## src/hw/rtl/point_in_polygon_winding_core_assert.svh

```systemverilog
// Assertion macros for the point-in-polygon winding core.
`ifndef POINT_IN_POLYGON_WINDING_CORE_ASSERT_SVH
`define POINT_IN_POLYGON_WINDING_CORE_ASSERT_SVH

`ifndef SYNTHESIS

// Checked property, ignored while reset is high.
`define PPW_ASSERT(lbl, prop, msg) \
  lbl: assert property (@(posedge clk) disable iff (rst) prop) else $error(msg);

// Checked property, also evaluated during reset.
`define PPW_ASSERT_RST(lbl, prop, msg) \
  lbl: assert property (@(posedge clk) prop) else $error(msg);

`else

`define PPW_ASSERT(lbl, prop, msg)
`define PPW_ASSERT_RST(lbl, prop, msg)

`endif

`endif

```

## src/hw/rtl/ppw_pkg.sv

```systemverilog
// Shared constants and types for the point-in-polygon winding core.
package ppw_pkg;

  localparam int MAX_VERTICES = 256;
  localparam int COORD_BITS   = 16;
  localparam int ADDR_BITS    = $clog2(MAX_VERTICES);
  localparam int CNT_BITS     = ADDR_BITS + 1;
  localparam int INDEX_BITS   = 8;
  localparam int VC_BITS      = 9;
  localparam int DIFF_BITS    = COORD_BITS + 1;
  localparam int PROD_BITS    = 2 * DIFF_BITS;
  localparam int SUM_BITS     = PROD_BITS + 1;
  localparam int WIND_BITS    = 9;
  localparam int ACC_BITS     = CNT_BITS + 1;
  localparam int LOC_BITS     = 2;
  localparam int VERT_BITS    = 2 * COORD_BITS;

  localparam logic [VC_BITS-1:0] VC_RESET = VC_BITS'(3);

  localparam logic CMD_WRITE = 1'b0;
  localparam logic CMD_QUERY = 1'b1;

  localparam logic [LOC_BITS-1:0] LOC_OUTSIDE = 2'd0;
  localparam logic [LOC_BITS-1:0] LOC_INSIDE  = 2'd1;
  localparam logic [LOC_BITS-1:0] LOC_BORDER  = 2'd2;

  localparam logic signed [ACC_BITS-1:0] WIND_MAX = ACC_BITS'(255);
  localparam logic signed [ACC_BITS-1:0] WIND_MIN = -ACC_BITS'(256);

  // Controller to datapath
  typedef struct packed {
    logic                 start;
    logic                 wr_en;
    logic                 rd_en;
    logic [ADDR_BITS-1:0] rd_addr;
    logic                 first;
    logic                 close;
    logic                 load;
  } ppw_ctl_t;

  // Datapath to controller
  typedef struct packed {
    logic done;
    logic out_free;
  } ppw_stat_t;

endpackage

```

## src/hw/rtl/ppw_ctrl.sv

```systemverilog
// Controller: count register, input acceptance and the edge walk sequencer.
module ppw_ctrl import ppw_pkg::*; (
  input  logic               clk,
  input  logic               rst,
  input  logic               cfg_we,
  input  logic [VC_BITS-1:0] cfg_wdata,
  input  logic               in_valid,
  input  logic               in_cmd,
  output logic               in_ready,
  input  ppw_stat_t          stat,
  output ppw_ctl_t           ctl
);

  localparam logic [2:0] S_IDLE   = 3'd0;
  localparam logic [2:0] S_READ   = 3'd1;
  localparam logic [2:0] S_CLOSE  = 3'd2;
  localparam logic [2:0] S_WAIT   = 3'd3;
  localparam logic [2:0] S_FINISH = 3'd4;

  logic [2:0]           state, state_next;
  logic [VC_BITS-1:0]   vertex_count;
  logic [ADDR_BITS-1:0] cnt, cnt_next;
  logic [ADDR_BITS-1:0] n_last, n_last_next;
  logic [CNT_BITS-1:0]  n_eff;
  logic                 accept;

  always_ff @(posedge clk) begin
    if (rst) begin
      vertex_count <= VC_RESET;
    end else if (cfg_we) begin
      vertex_count <= cfg_wdata;
    end
  end

  // Counts beyond the store act as a full store
  assign n_eff = (VC_BITS'(vertex_count) > VC_BITS'(MAX_VERTICES)) ?
                 CNT_BITS'(MAX_VERTICES) : CNT_BITS'(vertex_count);

  assign in_ready = (state == S_IDLE);
  assign accept   = in_valid & in_ready;

  always_comb begin
    ctl.start   = accept && (in_cmd == CMD_QUERY);
    ctl.wr_en   = accept && (in_cmd == CMD_WRITE);
    ctl.rd_en   = (state == S_READ);
    ctl.rd_addr = cnt;
    ctl.first   = (state == S_READ) && (cnt == '0);
    ctl.close   = (state == S_CLOSE);
    ctl.load    = (state == S_FINISH) && stat.out_free;
  end

  always_comb begin
    state_next  = state;
    cnt_next    = cnt;
    n_last_next = n_last;
    case (state)
      S_IDLE: begin
        if (ctl.start) begin
          cnt_next    = '0;
          n_last_next = ADDR_BITS'(n_eff - CNT_BITS'(1));
          state_next  = (n_eff == '0) ? S_FINISH : S_READ;
        end
      end
      S_READ: begin
        cnt_next = cnt + ADDR_BITS'(1);
        if (cnt == n_last) begin
          state_next = S_CLOSE;
        end
      end
      S_CLOSE: begin
        state_next = S_WAIT;
      end
      S_WAIT: begin
        if (stat.done) begin
          state_next = S_FINISH;
        end
      end
      S_FINISH: begin
        if (stat.out_free) begin
          state_next = S_IDLE;
        end
      end
      default: begin
        state_next = S_IDLE;
      end
    endcase
  end

  always_ff @(posedge clk) begin
    if (rst) begin
      state <= S_IDLE;
    end else begin
      state <= state_next;
    end
  end

  always_ff @(posedge clk) begin
    cnt    <= cnt_next;
    n_last <= n_last_next;
  end

endmodule
```

## config.mk

```make
export PLATFORM = sky130hd
export DESIGN_NAME = ppw_ctrl
export DESIGN_NICKNAME = d
export VERILOG_FILES = /design/src/hw/rtl/point_in_polygon_winding_core_assert.svh /design/src/hw/rtl/ppw_pkg.sv /design/src/hw/rtl/ppw_ctrl.sv
export SDC_FILE = /design/constraint.sdc
export NUM_CORES = 1
export LEC_CHECK = 0
export CAP_MARGIN = 10
export CORE_MARGIN = 2
export CORE_UTILIZATION = 38
export CTS_CLUSTER_SIZE = 24
export DETAILED_ROUTE_END_ITERATION = 7
export DONT_BUFFER_PORTS = 1
export PLACE_DENSITY = 0.55
export SETUP_SLACK_MARGIN = 0.4
export SLEW_MARGIN = 30
export SYNTH_ARGS = -nofsm -noshare
export SYNTH_HDL_FRONTEND = slang
export SYNTH_SLANG_ARGS = --single-unit
```

## constraint.sdc

```tcl
create_clock -name clk -period 2.9 [get_ports clk]
set_input_delay 0.87 -clock clk [delete_from_list [all_inputs] [get_ports clk]]
set_output_delay 0.87 -clock clk [all_outputs]
set_load 0.05 [all_outputs]
```

==> results.tsv <==
stage	metric	value	unit
power_and_ir_drop	pwr dens	738	nW/µm²
final_layout	area delta synth->final	14.7	%
worst_setup_path	Worst setup SP type	flip-flop	
place	pre-CTS setup slack	693	ps
sta	shortest period the worst path allows	2400	ps
logic_synthesis	Mean Syn Cell Area	10.3	µm²
die	Starting Density	40.3	%
sta	Max-slew headroom	52.4	%
logic_synthesis	flops & latches, synth	28	
drt	drt first-iter violations	70	
sta	slew at the pin closest to its max-slew limit	714	ps
final_layout	Final Cell Area	1730	µm²
die	floorplan row count	22	
logic_synthesis	Ys Warns	0	
clock_network	Clock Pin Slew Worst Setup and Hold Paths	90	ps
grt	vias in the first global route	1107	
logic_synthesis	Seq/Total Area, Yosys	47.8	%
drt	post-DR vias/cell	5.25	
die	Die W	67.0	µm
grt	global-route wire length before repair	4870	µm
place	placed standard-cell area	1650	µm²
sta	Clock Skew	1.51	ps
clock_network	Hold Buf Count CTS	0	
worst_setup_path	slowest cell on the critical path	dfxtp_1	
final_layout	diodes inserted	0	
die	Die ar.	4490	µm²
die	IO Count	31	
final_layout	Post-Layout Cell Count	204	
power_and_ir_drop	P_leak	0.681	nW
logic_synthesis	Net Count, Synth	166	
drt	drt wl/cell	14.0	µm
clock_network	total clock sinks	28	
clock_network	Clock Latency Late Sink	270	ps
sta	Setup Total Neg Slack	0	ps
logic_synthesis	Cells after Synth	146	
place	HPWL Detailed	2190	µm
sta	final period utilization	82.7	%
worst_setup_path	WS Path Type	flip-flop to output port	
worst_setup_path	WP data required	2030	ps
drt	drt total wl	2850	µm
die	die height	67.0	µm
clock_network	Clock Tree Root	clkbuf_8	
place	gpl congestion	0.774	
sta	Hold Vio Cnt, Final	0	
logic_synthesis	unique cell type count in the Yosys netlist	36	
drt	Vias	1071	
sta	# setup viols final	0	
logic_synthesis	area share of the largest cell type after synthesis	31.8	%
power_and_ir_drop	Tot Pwr	1.28	mW
grt	pin count of the biggest net entering global routing	16	
worst_setup_path	CP peak stage delay	410	ps
drt	post-route ant nets	0	
worst_setup_path	CP dominant cell by count	nand2_2	
sta	unrepaired setup endpoints after global routing	yes	
logic_synthesis	top post-synthesis cells by area	edfxtp_1 32%, dfxtp_1 16%, xor2_1 7.5%	
place	Placed Instances	200	
grt	initial antenna violation count	0	
worst_setup_path	crit path cell chain	nor2_2, nand2_2, inv_1, nand2_2, nor4_4, buf_6	
final_layout	share of layout cells above drive strength 1	19.2	%
logic_synthesis	area leader, netlist	edfxtp_1	
grt	Overflow after GRT	0	
clock_network	CTS buffer count	3	
clock_network	CTS tree	done	
place	port buffer count	0	
sta	Max Fclk	417	MHz
hold_path	Min-Delay Path Class	flip-flop to flip-flop	
drt	1st-pass router iterations	5	
logic_synthesis	mapped cell area	1510	µm²
sta	Final Max Tran Viols	0	
power_and_ir_drop	worst vdd ir	337	µV
worst_setup_path	CP max FO	9	
die	core area	3740	µm²
worst_setup_path	Crit. End Element	output port	
grt	gr usage total	14.3	%
clock_network	htree depth	1	
final_layout	Layout Nets	177	
sta	post-layout worst setup margin	503	ps
clock_network	Max clock buf depth	2	
final_layout	Util after Layout	46.2	%
worst_setup_path	Worst Path Arrival	1530	ps
drt	drt drc	0	
job	number of max-cap violations	0	
sta	worst hold slack	552	ps
outcome	run status	finished clean	
==> layer usage <==
| layer | vias to the layer above | global-route usage, % | part of all wire (%) |
|---|---|---|---|
| li1 | 541 | - | - |
| met1 | 505 | 16.4 | 42 |
| met2 | 23 | 24.9 | 51 |
| met3 | 2 | 5.07 | 5.9 |
| met4 | 0 | 4.34 | 0.81 |
| met5 | - | 0 | 0 |
==> registers in the layout (all words and copies together), names as in the netlist <==
register      count
state             3
n_last            8
cnt               8
vertex_count      9
==> Yosys cell counts <==
cell type  count
a211o_1        3
a211oi_1       1
a21boi_0       1
a21oi_1        5
a311oi_1       1
a32o_1         2
and3_1         7
buf_2          1
buf_6          2
clkbuf_1       1
clkbuf_2       1
clkinv_1       1
dfxtp_1       12
edfxtp_1      16
ha_1           4
inv_1          4
mux2i_1        7
nand2_1        9
nand2_2        1
nand3_1        7
nand3b_1       2
nor2_1        20
nor2b_1        2
nor3_1         3
nor3b_1        1
nor4_1         2
nor4_2         3
nor4b_1        2
o21ai_0        3
o31ai_1        1
o41a_1         1
or2_2          1
or3_1          1
or4_4          1
xnor2_1        4
xor2_1        13
==> power breakdown <==
group	leakage, nW	switching (mW)	internal, mW
sequential	0.254	0.0891	0.494
clock	0.0288	0.116	0.121
combinational	0.399	0.304	0.153
total	0.681	0.509	0.768
==> placed cells by master (no fill, tap or decap), types with 5 or more instances in the layout <==
cell type | synthesis | layout
nor2_1 | 20 | 18
a21oi_1 | 5 | 5
mux2i_1 | 7 | 7
nand2_1 | 9 | 8
nand3_1 | 7 | 7
edfxtp_1 | 16 | 16
dfxtp_1 | 12 | 10
and3_1 | 7 | 7
buf_4 | 0 | 10
xor2_1 | 13 | 13
==> critical path: cells and delay by family, from the launching register on <==
| kind | cells | cell delay (ps) |
|---|---|---|
| buffers and inverters | 2 | 330 |
| DFF | 1 | 410 |
| and+or+nand+nor | 4 | 520 |
==> cells by family (layout without fill, tap and decap cells) <==
| kind of cell | Yosys count | after routing | synth area share [%] |
|---|---|---|---|
| and+or+nand+nor | 62 | 62 | 22.2 |
| DFF | 28 | 28 | 47.8 |
| AOI/OAI and AO/OA | 18 | 18 | 8.54 |
| xor gates and xnor gates | 17 | 17 | 9.87 |
| buffers and inverters | 10 | 20 | 3.65 |
| muxes | 7 | 7 | 4.64 |
| adders and majority gates | 4 | 4 | 3.32 |
==> worst paths after layout <==
| path | startpoint | to | slack, ps | cells past startpoint |
|---|---|---|---|---|
| min | vertex_count[8]$_SDFFE_PP0P_ | vertex_count[8]$_SDFFE_PP0P_ | 550 | 2 |
| min reg2reg | vertex_count[8]$_SDFFE_PP0P_ | vertex_count[8]$_SDFFE_PP0P_ | 550 | 2 |
| max reg2reg | cnt[3]$_SDFFCE_PN0P_ | state[0]$_SDFFE_PP0P_ | 860 | 4 |
| max | state[1]$_SDFFE_PP0P_ | ctl[2] | 500 | 6 |
==> repair_timing <==
item	4_1_cts	5_1_grt
setup endpoints to repair	1	1
pin swaps	0	1
setup buffers	0	0
resized for setup	1	6
==> layout make-up <==
| cell class | instances | area (µm²) |
|---|---|---|
| inverter | 5 | 18.8 |
| clock buffer | 4 | 55.1 |
| sequential | 28 | 723 |
| timing repair buffer | 11 | 86.3 |
| tap | 48 | 60.1 |
| multi-input combinational | 108 | 787 |
| fill | 378 | 2010 |
(Power assumes the default switching activity.)
